## src/rtl/core/ier_pkg.sv

```systemverilog
package ier_pkg;

    localparam int TYPE_W     = 5;
    localparam int CODE_W     = 10;
    localparam int VALUE_W    = 32;
    localparam int IDX_W      = 4;
    localparam int KEY_W      = 11;
    localparam int CNT_W      = 5;
    localparam int CFG_IDX_W  = 2;
    localparam int CFG_DATA_W = 10;
    localparam int STEP_W     = 3;

    // Event types
    localparam logic [TYPE_W-1:0] T_SYN = 5'd0;
    localparam logic [TYPE_W-1:0] T_KEY = 5'd1;
    localparam logic [TYPE_W-1:0] T_REL = 5'd2;

    // Key codes
    localparam logic [CODE_W-1:0] K_NONE = 10'd0;
    localparam logic [CODE_W-1:0] K_CTRL = 10'd29;
    localparam logic [CODE_W-1:0] K_C    = 10'd46;
    localparam logic [CODE_W-1:0] K_V    = 10'd47;

    // Key values
    localparam logic signed [VALUE_W-1:0] V_UP     = 32'sd0;
    localparam logic signed [VALUE_W-1:0] V_DOWN   = 32'sd1;
    localparam logic signed [VALUE_W-1:0] V_REPEAT = 32'sd2;

    // Special targets
    localparam logic signed [KEY_W-1:0] TGT_NONE  = -11'sd1;
    localparam logic signed [KEY_W-1:0] TGT_COPY  = -11'sd2;
    localparam logic signed [KEY_W-1:0] TGT_PASTE = -11'sd3;

    // Configuration register indexes
    localparam logic [CFG_IDX_W-1:0] CFG_MAP_COUNT = 2'd0;
    localparam logic [CFG_IDX_W-1:0] CFG_TOGGLE    = 2'd1;
    localparam logic [CFG_IDX_W-1:0] CFG_HOLD      = 2'd2;

    localparam logic [CODE_W-1:0] RST_TOGGLE = 10'd275;
    localparam logic [CODE_W-1:0] RST_HOLD   = 10'd276;

    typedef enum logic [1:0] {
        S_CLEAR,
        S_IDLE,
        S_SCAN,
        S_EMIT
    } t_state;

    typedef enum logic [2:0] {
        E_PASS,
        E_PRESS,
        E_RELEASE,
        E_TAP,
        E_CHORD
    } t_emit_kind;

    typedef struct packed {
        logic [TYPE_W-1:0]         src_type;
        logic [CODE_W-1:0]         src_code;
        logic signed [VALUE_W-1:0] src_value;
        logic signed [KEY_W-1:0]   target;
        logic                      layer;
    } t_entry;

    typedef struct packed {
        t_emit_kind                kind;
        logic [CODE_W-1:0]         key;
        logic [TYPE_W-1:0]         ev_type;
        logic [CODE_W-1:0]         ev_code;
        logic signed [VALUE_W-1:0] ev_value;
    } t_emit_req;

    typedef struct packed {
        logic [TYPE_W-1:0]         out_type;
        logic [CODE_W-1:0]         out_code;
        logic signed [VALUE_W-1:0] out_value;
        logic                      out_last;
    } t_res;

    // One emitted event; a pass gives its event, unnamed steps are syncs.
    function automatic t_res emit_item(t_emit_req req, logic [STEP_W-1:0] step);
        t_res r;
        r.out_type  = T_SYN;
        r.out_code  = K_NONE;
        r.out_value = V_UP;
        r.out_last  = 1'b0;
        case (req.kind)
            E_PASS: begin
                r.out_type  = req.ev_type;
                r.out_code  = req.ev_code;
                r.out_value = req.ev_value;
                r.out_last  = 1'b1;
            end
            E_PRESS, E_RELEASE: begin
                case (step)
                    3'd0: begin
                        r.out_type  = T_KEY;
                        r.out_code  = req.key;
                        r.out_value = (req.kind == E_PRESS) ? V_DOWN : V_UP;
                    end
                    default: r.out_last = 1'b1;
                endcase
            end
            E_TAP: begin
                case (step)
                    3'd0: begin
                        r.out_type  = T_KEY;
                        r.out_code  = req.key;
                        r.out_value = V_DOWN;
                    end
                    3'd2: begin
                        r.out_type  = T_KEY;
                        r.out_code  = req.key;
                        r.out_value = V_UP;
                    end
                    3'd3: r.out_last = 1'b1;
                    default: r.out_last = 1'b0;
                endcase
            end
            E_CHORD: begin
                case (step)
                    3'd0: begin
                        r.out_type  = T_KEY;
                        r.out_code  = K_CTRL;
                        r.out_value = V_DOWN;
                    end
                    3'd1: begin
                        r.out_type  = T_KEY;
                        r.out_code  = req.key;
                        r.out_value = V_DOWN;
                    end
                    3'd3: begin
                        r.out_type  = T_KEY;
                        r.out_code  = req.key;
                        r.out_value = V_UP;
                    end
                    3'd4: begin
                        r.out_type  = T_KEY;
                        r.out_code  = K_CTRL;
                        r.out_value = V_UP;
                    end
                    3'd5: r.out_last = 1'b1;
                    default: r.out_last = 1'b0;
                endcase
            end
            default: r.out_last = 1'b1;
        endcase
        return r;
    endfunction

endpackage

```

## src/rtl/core/ier_res_if.sv

```systemverilog
interface ier_res_if;
    logic                              valid;
    logic                              ready;
    logic [ier_pkg::TYPE_W-1:0]        out_type;
    logic [ier_pkg::CODE_W-1:0]        out_code;
    logic signed [ier_pkg::VALUE_W-1:0] out_value;
    logic                              out_last;

    modport source (
        output valid, out_type, out_code, out_value, out_last,
        input  ready
    );
    modport sink (
        input  valid, out_type, out_code, out_value, out_last,
        output ready
    );
endinterface

```

## src/rtl/core/ier_emit.sv

```systemverilog
module ier_emit (
    input  logic               i_clk,
    input  logic               i_rst_n,
    input  logic               i_start,
    input  ier_pkg::t_emit_req i_req,
    output logic               o_done,
    ier_res_if.source          o_res
);
    import ier_pkg::*;

    logic              r_busy;
    logic              r_ovalid;
    logic [STEP_W-1:0] r_step;
    t_emit_req         r_req;
    t_res              r_res;
    t_res              item;
    logic              out_free;
    logic              load;

    assign out_free = !r_ovalid || o_res.ready;
    assign load     = r_busy && out_free;
    assign item     = emit_item(r_req, r_step);
    assign o_done   = load && item.out_last;

    always_ff @(posedge i_clk) begin
        if (!i_rst_n) begin
            r_busy   <= 1'b0;
            r_ovalid <= 1'b0;
        end else begin
            if (i_start) begin
                r_busy <= 1'b1;
            end else if (o_done) begin
                r_busy <= 1'b0;
            end
            if (load) begin
                r_ovalid <= 1'b1;
            end else if (o_res.ready) begin
                r_ovalid <= 1'b0;
            end
        end
    end

    // Payload: sequence request, step and output register
    always_ff @(posedge i_clk) begin
        if (i_start) begin
            r_req  <= i_req;
            r_step <= '0;
        end else if (load) begin
            r_step <= r_step + 1'b1;
        end
        if (load) begin
            r_res <= item;
        end
    end

    assign o_res.valid     = r_ovalid;
    assign o_res.out_type  = r_res.out_type;
    assign o_res.out_code  = r_res.out_code;
    assign o_res.out_value = r_res.out_value;
    assign o_res.out_last  = r_res.out_last;

endmodule

```

## src/flat_wrapper.sv

```systemverilog
// flat-port wrapper written by rule: the top's interface ports become plain ports
module ier_emit_flat import ier_pkg::*;
  (i_clk, i_rst_n, i_start, i_req, o_done, o_res_valid, o_res_out_type, o_res_out_code, o_res_out_value, o_res_out_last, o_res_ready);
  ier_res_if o_res_i ();
  input  logic i_clk;
  input  logic i_rst_n;
  input  logic i_start;
  input  ier_pkg::t_emit_req i_req;
  output logic o_done;
  output wire logic [$bits(o_res_i.valid)-1:0] o_res_valid;
  output wire logic [$bits(o_res_i.out_type)-1:0] o_res_out_type;
  output wire logic [$bits(o_res_i.out_code)-1:0] o_res_out_code;
  output wire logic [$bits(o_res_i.out_value)-1:0] o_res_out_value;
  output wire logic [$bits(o_res_i.out_last)-1:0] o_res_out_last;
  input wire logic [$bits(o_res_i.ready)-1:0] o_res_ready;
  assign o_res_valid = o_res_i.valid;
  assign o_res_out_type = o_res_i.out_type;
  assign o_res_out_code = o_res_i.out_code;
  assign o_res_out_value = o_res_i.out_value;
  assign o_res_out_last = o_res_i.out_last;
  assign o_res_i.ready = o_res_ready;
  ier_emit u_core (.i_clk(i_clk), .i_rst_n(i_rst_n), .i_start(i_start), .i_req(i_req), .o_done(o_done), .o_res(o_res_i));
endmodule
```

## config.mk

```make
export PLATFORM = sky130hd
export DESIGN_NAME = ier_emit_flat
export DESIGN_NICKNAME = d
export VERILOG_FILES = /design/src/rtl/core/ier_pkg.sv /design/src/rtl/core/ier_res_if.sv /design/src/rtl/core/ier_emit.sv /design/src/flat_wrapper.sv
export SDC_FILE = /design/constraint.sdc
export NUM_CORES = 1
export LEC_CHECK = 0
export ABC_CLOCK_PERIOD_IN_PS = 4040
export CAP_MARGIN = 20
export CORE_MARGIN = 10
export CORE_UTILIZATION = 50
export DETAILED_ROUTE_END_ITERATION = 12
export DONT_BUFFER_PORTS = 1
export PLACE_DENSITY = 0.72
export SLEW_MARGIN = 20
export SYNTH_ARGS = -nofsm -noshare
export SYNTH_HDL_FRONTEND = slang
export SYNTH_SLANG_ARGS = --single-unit
```

## constraint.sdc

```tcl
create_clock -name i_clk -period 4.04 [get_ports i_clk]
set_input_delay 0 -clock i_clk [delete_from_list [all_inputs] [get_ports i_clk]]
set_output_delay 0 -clock i_clk [all_outputs]
set_load 0.05 [all_outputs]
```

=== Word level (Yosys, flattened, before mapping) ===
Cells that the tools add are included.

* Add/sub/neg operators: 1
* Multiply operators: 0
* Div/mod/pow operators: 0
* Magnitude comparators: 0
* Equality and inequality tests: 9
* Shift operators: 0
* Mux-type cells: 13
* Bitwise gates (word level): 0
* Reduce and logical (&&, ||, !) cells: 9

{| class="wikitable"
|+ Operators with widths
! kind !! number
|-
| case mux 47 bit (4 select lines) || 1
|-
| case mux 43 bit (4 select lines) || 1
|-
| case mux 43 bit (2 select lines) || 1
|-
| two-way mux 43 bit || 1
|-
| equality test 3 x 2 -> 1 bit (second input constant) || 4
|-
| equality test 3 bit (second input constant) || 3
|-
| two-way mux 1 bit || 8
|-
| equality test 3 x 1 -> 1 bit (second input constant) || 2
|-
| zero test 3 bit || 2
|-
| nonzero test 2 bit || 2
|-
| adder 3 x 1 -> 3 bit (second input constant) || 1
|-
| case mux 1 bit (3 select lines) || 1
|-
| logical AND 1 bit || 2
|-
| OR reduction 2 bit || 1
|-
| zero test 1 bit || 1
|-
| logical OR 1 bit || 1
|}

* Register bits: 113
* Latch bits: 0
* Memory bits (writable): 0
* ROM bits: 0
* Input port bits: 64
* Output and inout port bits: 50
* Logic and storage cells: 44
* Memories: 0

=== Depth between registers and ports, before layout ===
Gate-level depths: netlist of run 1.

* Depth in word-level cells: 6
* Depth in mapped cells: 6
* Mapped depth without buffers: 5

=== Worst setup path before layout of run 1 ===
OpenSTA, ideal clock, no wires.

* Path type: register to register
* Start: register u_core.r_ovalid (netlist: u_core.o_res.valid)
* End: register u_core.r_res, in the netlist u_core.o_res.out_code[0] (enable)
* Setup time: 0.402 ns
* Arrival time: 1.754 ns
* Required time: 3.638 ns
* Path slack: 1.883 ns
* Stages on the path, launching flop included: 4
* Buffers on the path: 0
* Clock period less this slack: 2.157 ns
* Cell sequence: dfxtp_1 -> nand2b_1 -> nand2_1 -> inv_1

* Word-level cells in the longest chain between the ends: 3

{| class="wikitable"
|+ RTL lines
! element !! line !! RTL
|-
| start: declaration || ier_emit.sv:12 || <nowiki>logic r_ovalid;</nowiki>
|-
| start signal: assignment || ier_emit.sv:28 || <nowiki>r_ovalid <= 1'b0;</nowiki>
|-
| start signal: assignment || ier_emit.sv:36 || <nowiki>r_ovalid <= 1'b1;</nowiki>
|-
| start signal: assignment || ier_emit.sv:38 || <nowiki>r_ovalid <= 1'b0;</nowiki>
|-
| zero test 1 bit || ier_emit.sv:20 || <nowiki>assign out_free = !r_ovalid || o_res.ready;</nowiki>
|-
| logical OR 1 bit || ier_emit.sv:20 ||
|-
| logical AND 1 bit || ier_emit.sv:21 || <nowiki>assign load = r_busy && out_free;</nowiki>
|-
| named net u_core.load || ier_emit.sv:18 || <nowiki>logic load;</nowiki>
|-
| end signal: assignment || ier_emit.sv:52 || <nowiki>r_res <= item;</nowiki>
|-
| end: declaration || ier_emit.sv:15 || <nowiki>t_res r_res;</nowiki>
|}

The timed path passes the listed nets, and every way through them passes these cells.
A chain may end at the register's enable or synchronous reset.

=== Worst setup path in the final report of run 1 ===
* Start: register u_core.r_step[0]
* End: output o_done

* Word-level cells in the longest chain between the ends: 4
* Elaborated cells on any way between the ends: 8
* Classes of those cells: eq/ne (2); mux (4); reduce/logical (2)

{| class="wikitable"
|+ RTL lines
! element !! line !! RTL
|-
| start: declaration || ier_emit.sv:13 || <nowiki>logic [STEP_W-1:0] r_step;</nowiki>
|-
| start signal: assignment || ier_emit.sv:49 || <nowiki>r_step <= r_step + 1'b1;</nowiki>
|-
| equality test 3 bit (tied with other cells) || ier_pkg.sv:121 || <nowiki>case (step)</nowiki>
|-
| two-way mux 1 bit (on tied branches) || ier_pkg.sv:121, ier_pkg.sv:105, ier_pkg.sv:95 ||
|-
| case mux 1 bit (3 select lines) * || ier_pkg.sv:87 || <nowiki>case (req.kind)</nowiki>
|-
| logical AND 1 bit * || ier_emit.sv:23 || <nowiki>assign o_done = load && item.out_last;</nowiki>
|-
| end: declaration || flat_wrapper.sv:9 || <nowiki>output logic o_done;</nowiki>
|}

Mark *: on every way between the ends. The rest lies on a longest branch, timed or not.

==> results.py, run 1 <==
metrics = {
    "outcome": {
        "status": "finished clean",
    },
    "setup_path": {
        "reg2reg_slack_ps": 1950,
        "crit_type": "reg2out",
        "r2r_end": "u_core.o_res.out_value[15]",
        "path_cells": "ha_1, ha_1, o32ai_1, nor3_2",
        "crit_path_start_kind": "flop",
        "r2r_start": "u_core.o_res.valid",
        "crit_path_max_incr_delay_ps": 710,
        "worstRegToRegCells": 3,
        "arrival_ps": 2520,
        "cp.required_ps": 4040,
        "slowest_stage": "nor3_2",
        "cp_common_cell": "ha_1",
        "cp-end-kind": "primary output",
        "crit_fanout": 11,
    },
    "detailed_routing": {
        "dr_wl_met2_um": 4610,
        "via_per_inst": 5.22,
        "wl_um": 8800,
        "ant_nets": 0,
        "wl_met3_um": 655,
        "wl_per_cell_um": 20.0,
        "vias": 2298,
        "drcViolationCount": 0,
        "met1Wirelength_um": 3430,
        "drt_pass1_iterations": 4,
        "drt_iter0_markers": 85,
        "highest_layer": "met4",
    },
    "floorplanning": {
        "io_pins": 114,
        "core_um2": 8260,
        "die_w_um": 112,
        "start_util_pct": 51.5,
        "rows": 33,
        "die-area_um2": 12600,
        "die_y_um": 112,
    },
    "timing": {
        "worst_pin_slew_ps": 1030,
        "setup_viol": 0,
        "drv_slew": 0,
        "period_share_pct": 62.4,
        "fin_ws_ps": 1520,
        "tns_ps": 0,
        "slew-limit-headroom_pct": 31.1,
        "hold_violations": 0,
        "rsz0062_at_grt": "no",
        "max_freq_mhz": 397,
        "post-route-min-period_ps": 2520,
        "fin_hold_ws_ps": 127,
        "skew_ps": 5.54,
    },
    "synthesis": {
        "synth_area_leaders": "edfxtp_1 (76%), and2_1 (5.1%), dfxtp_1 (2.4%), o2111ai_1 (2.1%), o211ai_1 (1.8%)",
        "yosys-top-cells-count": "edfxtp_1 (108), and2_1 (35), inv_1 (16)",
        "synth-seq-area-share_pct": 78.6,
        "synth_cell_type_count": 37,
        "synth-seq-cells": 113,
        "synth-main-ff-cell": "edfxtp_1",
        "yosysMostFrequentCell": "edfxtp_1",
        "synthArstFlopShare_pct": 0,
        "netlist_area_um2": 4250,
        "synth_edf_count": 108,
        "yosys.area.top_type": "edfxtp_1",
        "ys_warn_count": 0,
        "avgSynthCellArea_um2": 17.2,
        "synth_top_cell_area_share_pct": 76.2,
        "syn_inst": 247,
        "syn_nets": 316,
    },
    "place": {
        "placed_area_um2": 4330,
        "place_inst": 342,
        "io_buffer_count": 0,
        "pre_cts_slack_ps": 1950,
        "gp_congestion": 0.731,
        "dpl.hpwl_um": 5300,
    },
    "power_and_ir_drop": {
        "power_mw": 3.14,
        "switching_share_pct": 24.9,
        "p_leak_nw": 2.00,
        "power.density_nw_per_um2": 564,
        "combPwrFrac_pct": 5.8,
        "ir_drop_uv": 322,
        "clock_power_share_pct": 44.9,
        "intPower_mw": 2.36,
        "power_frac_seq_pct": 49.3,
        "p_sw_mw": 0.782,
    },
    "cells_and_area": {
        "drive_above_1_share_pct": 12.2,
        "nets": 391,
        "stdcell_count": 440,
        "fillCellCount": 569,
        "n_antenna_cell": 0,
        "final_area_um2": 5580,
        "utilization_pct": 67.6,
        "area_delta_synth_final_pct": 31.1,
    },
    "clock_tree": {
        "cts_resized": 0,
        "postCtsSetupRepairBufs": 0,
        "cts_buffer_depth": 2,
        "htree_levels": 4,
        "clkSlewWorstSetupHoldPaths_ps": 60,
        "cts_made_buffers": 17,
        "root_buffer": "clkbuf_8",
        "clk_latency_ps": 500,
        "cts_tree": "yes",
        "clock_sinks": 113,
    },
    "global_routing": {
        "grt.overflow.total": 0,
        "grt_usage_pct": 14.2,
        "grt_pass1_wl_um": 13700,
        "grt_start_max_net_pins": 66,
        "grt_pass1_vias": 2407,
        "antenna_found_initial": 0,
    },
    "job": {
        "cap_violations": 0,
    },
    "min_path": {
        "hold_end": "u_core.r_req[29]",
        "hp-start": "i_req[29]",
        "hold_class": "in2reg",
        "min_delay_path_depth": 1,
    },
}
## how the worst max path moves through the flow
| stage | start | end | slack [ps] | cells after the start |
|---|---|---|---|---|
| 6_report | u_core.r_step[0] | o_done | 1520 | 4 |
| 5_1_grt | u_core.r_step[0] | o_done | 1410 | 4 |
| 4_1_cts | u_core.r_step[0] | o_done | 1460 | 4 |
| 3_5_place_dp | u_core.o_res.valid | u_core.o_res.out_value[6] | 1950 | 3 |
| 3_3_place_gp | u_core.o_res.valid | u_core.o_res.out_value[6] | 2030 | 3 |
| 2_1_floorplan | u_core.o_res.valid | u_core.o_res.out_code[0] | 1880 | 3 |
## cells in the final DEF, fill, tap and decap left out, drive strengths merged, types with 6 or more instances in the layout
cell type,synthesis,layout
and2,35,35
clkbuf,5,18
clkinv,0,6
dlygate4sd3,0,65
edfxtp,108,108
inv,16,20
nand2,10,10
o2111ai,10,10
o211ai,10,10
## sequential cells by signal (all words and copies together), names as in the netlist
name	count
u_core.r_req	60
u_core.o_res.out_value	32
u_core.o_res.out_code	10
u_core.o_res.out_type	5
u_core.r_step	3
u_core.o_res.out_last	1
u_core.o_res.valid	1
u_core.r_busy	1
## metal layers
| layer | vias to the layer above | track usage (%) |
|---|---|---|
| met5 | - | 0 |
| met4 | 0 | 6.09 |
| met3 | 9 | 6.44 |
| met2 | 103 | 23.4 |
| met1 | 1092 | 15.6 |
| li1 | 1094 | - |
## area by class of cell
class                           count  area [um2]  share of cell area, %
Sequential cell                   113        3340                   59.9
Multi-Input combinational cell    107         786                   14.1
Timing Repair Buffer               67         686                   12.3
Clock buffer                       18         418                   7.49
Clock inverter                     14         155                   2.78
Tap cell                          105         131                   2.35
Inverter                           16        60.1                   1.08
## repair_timing
item,4_1_cts,5_1_grt
setup endpoints to repair,0,0
endpoints found under the hold margin,125,0
hold buffers,66,0
## worst max-delay path, delay by kind of cell, from the launching register on
family                   cells  cell delay [ps]
flip-flops                   1              470
AND/OR/NAND/NOR              1              710
adder cells (fa/ha/maj)      2              610
AO/OA/AOI/OAI                1              230
## cell families (layout without fill, tap and decap cells)
family                   after synthesis  count (layout)  share of synthesized area [%]
AND/OR/NAND/NOR                       60              60                           8.62
AO/OA/AOI/OAI                         40              40                           7.53
flip-flops                           113             113                           78.6
multiplexers                           1               1                          0.529
XOR/XNOR                               1               1                          0.206
adder cells (fa/ha/maj)                5               5                           1.47
buffers and inverters                 27             115                           3.06
## power by group through the flow
stage          Clock (mW)  Combinational (mW)  Sequential, mW
2_1_floorplan           0              0.0968            1.55
3_3_place_gp            0               0.107            1.57
3_5_place_dp            0               0.112            1.58
4_1_cts              1.44               0.181            1.55
5_1_grt              1.50               0.201            1.56
6_report             1.41               0.181            1.55
Power figures use the tool's default switching activity.
==> run 2, diff against run 1 <==
--- a/config.mk
+++ b/config.mk
@@ -5,13 +5,13 @@
 export SDC_FILE = /design/constraint.sdc
 export NUM_CORES = 1
 export LEC_CHECK = 0
-export ABC_CLOCK_PERIOD_IN_PS = 4040
+export ABC_CLOCK_PERIOD_IN_PS = 2200
 export CAP_MARGIN = 20
 export CORE_MARGIN = 10
 export CORE_UTILIZATION = 50
 export DETAILED_ROUTE_END_ITERATION = 12
 export DONT_BUFFER_PORTS = 1
-export PLACE_DENSITY = 0.72
+export PLACE_DENSITY = 0.75
 export SLEW_MARGIN = 20
 export SYNTH_ARGS = -nofsm -noshare
 export SYNTH_HDL_FRONTEND = slang
==> constraint.sdc (replaced) <==
create_clock -name i_clk -period 2.2 [get_ports i_clk]
set_input_delay 0 -clock i_clk [delete_from_list [all_inputs] [get_ports i_clk]]
set_output_delay 0 -clock i_clk [all_outputs]
set_load 0.05 [all_outputs]
==> results.py, run 2 (synthesis gave the netlist of run 1 again) <==
metrics = {
    "clock_tree": {
        "clkSlewWorstSetupHoldPaths_ps": 60,
        "root_buffer": "clkbuf_8",
        "clk_latency_ps": 510,
        "cts_made_buffers": 17,
        "htree_levels": 4,
        "postCtsSetupRepairBufs": 0,
        "clock_sinks": 113,
        "cts_tree": "yes",
        "cts_buffer_depth": 2,
    },
    "timing": {
        "post-route-min-period_ps": 2070,
        "drv_slew": 0,
        "max_freq_mhz": 483,
        "tns_ps": 0,
        "rsz0062_at_grt": "no",
        "period_share_pct": 94.2,
        "hold_violations": 0,
        "setup_viol": 0,
        "skew_ps": 9.46,
        "fin_hold_ws_ps": 118,
        "slew-limit-headroom_pct": 44.0,
        "worst_pin_slew_ps": 839,
    },
    "floorplanning": {
        "die_w_um": 112,
        "die-area_um2": 12600,
        "core_um2": 8260,
        "die_y_um": 112,
        "start_util_pct": 51.5,
        "io_pins": 114,
        "rows": 33,
    },
    "cells_and_area": {
        "area_delta_synth_final_pct": 33.9,
        "final_area_um2": 5700,
        "nets": 396,
        "most-common-layout-cells": "edfxtp_1 (108), dlygate4sd3_1 (65), and2_1 (35), clkbuf_16 (16), inv_1 (14)",
        "largest_reg_flops": 60,
        "top_register": "u_core.r_req",
        "drive_above_1_share_pct": 15.0,
        "stdcell_count": 446,
        "mostFrequentLayoutCell": "edfxtp_1",
    },
    "setup_path": {
        "crit_type": "reg2out",
        "arrival_ps": 2070,
        "crit_path_start_kind": "flop",
        "crit_fanout": 18,
        "cp.required_ps": 2200,
        "cp-end-kind": "primary output",
    },
    "detailed_routing": {
        "wl_um": 9190,
        "wl_per_cell_um": 20.6,
        "vias": 2374,
        "drt_iter0_markers": 148,
        "drt_pass1_iterations": 4,
        "ant_nets": 0,
        "via_per_inst": 5.32,
        "drcViolationCount": 0,
    },
    "global_routing": {
        "grt.overflow.total": 0,
        "antenna_found_initial": 1,
        "grt_pass1_wl_um": 14200,
        "grt_usage_pct": 14.7,
        "grt_pass1_vias": 2510,
        "grt_start_max_net_pins": 66,
    },
    "power_and_ir_drop": {
        "clock_power_share_pct": 46.1,
        "power.density_nw_per_um2": 1040,
        "intPower_mw": 4.47,
        "switching_share_pct": 24.8,
        "combPwrFrac_pct": 6.2,
        "p_leak_nw": 2.04,
        "ir_drop_uv": 1080,
        "power_frac_seq_pct": 47.8,
        "p_sw_mw": 1.48,
    },
    "place": {
        "gp_congestion": 0.762,
        "place_inst": 347,
        "io_buffer_count": 0,
        "placed_area_um2": 4390,
        "dpl.hpwl_um": 5670,
    },
    "outcome": {
        "status": "finished clean",
    },
    "job": {
        "cap_violations": 0,
    },
    "min_path": {
        "hold_class": "in2reg",
    },
}
[run 2: cell count changes in the layout (fill, tap and decap cells not counted), sizes merged]
cell,before,now
buf,2,7
bufinv,2,3
clkinv,6,5
clkinvlp,2,4
diode,0,1
inv,20,18
[run 2: final cells by class]
class / count / area, um2
sequential: 113 / 3340
fill: 544 / 2560
multi-input combinational: 107 / 808
timing repair buffer: 72 / 748
clock buffer: 18 / 418
clock inverter: 14 / 184
tap: 105 / 131
inverter: 16 / 60.1
antenna: 1 / 2.50
[run 2: stage by stage]
stage / utilization, % / setup slack, ps / total power [mW]
2_1_floorplan: - / 43.5 / 3.03
3_5_place_dp: 53.2 / 305 / 3.12
4_1_cts: 68.8 / 24.5 / 5.99
5_1_grt: 69.0 / 33.6 / 6.15
6_report: 69.0 / 129 / 5.95
3_3_place_gp: 53.2 / 408 / 3.10
[run 2: layer usage]
metal	share of wire [%]	vias to the layer above	GRT usage, %
met5	0	-	0
met4	1.5	0	6.51
met3	8.0	12	6.98
met2	52	107	23.8
met1	38	1146	16.1
li1	-	1109	-
[run 2: power by group through the flow]
stage | Combinational, mW | Clock (mW) | Sequential [mW]
finish | 0.366 | 2.74 | 2.84
global route | 0.401 | 2.89 | 2.86
CTS | 0.365 | 2.78 | 2.84
detailed placement | 0.234 | 0 | 2.89
global placement | 0.220 | 0 | 2.88
floorplan | 0.178 | 0 | 2.85
[run 2: final timing paths]
path / startpoint / to / slack (ps) / cells after the start
min: i_req[3] / u_core.r_req[3] / 120 / 1
max reg2reg: u_core.r_step[0] / u_core.o_res.out_code[6] / 300 / 4
min reg2reg: u_core.r_req[27] / u_core.o_res.out_value[27] / 510 / 1
max: u_core.r_req[59] / o_done / 130 / 5
[run 2: repair_timing]
item | CTS | global route
gates resized for setup | 4 | 2
endpoints found under the hold margin | 125 | 0
cloned | 0 | 0
endpoints found under the setup margin | 1 | 1
hold buffers | 66 | 0
[run 2: worst max-delay path: stages, from the launching register on]
cell and delay [ps]:
edfxtp_1 550, nor3b_4 240, buf_4 250, a21boi_2 270
nor3_2 50, buf_4 200
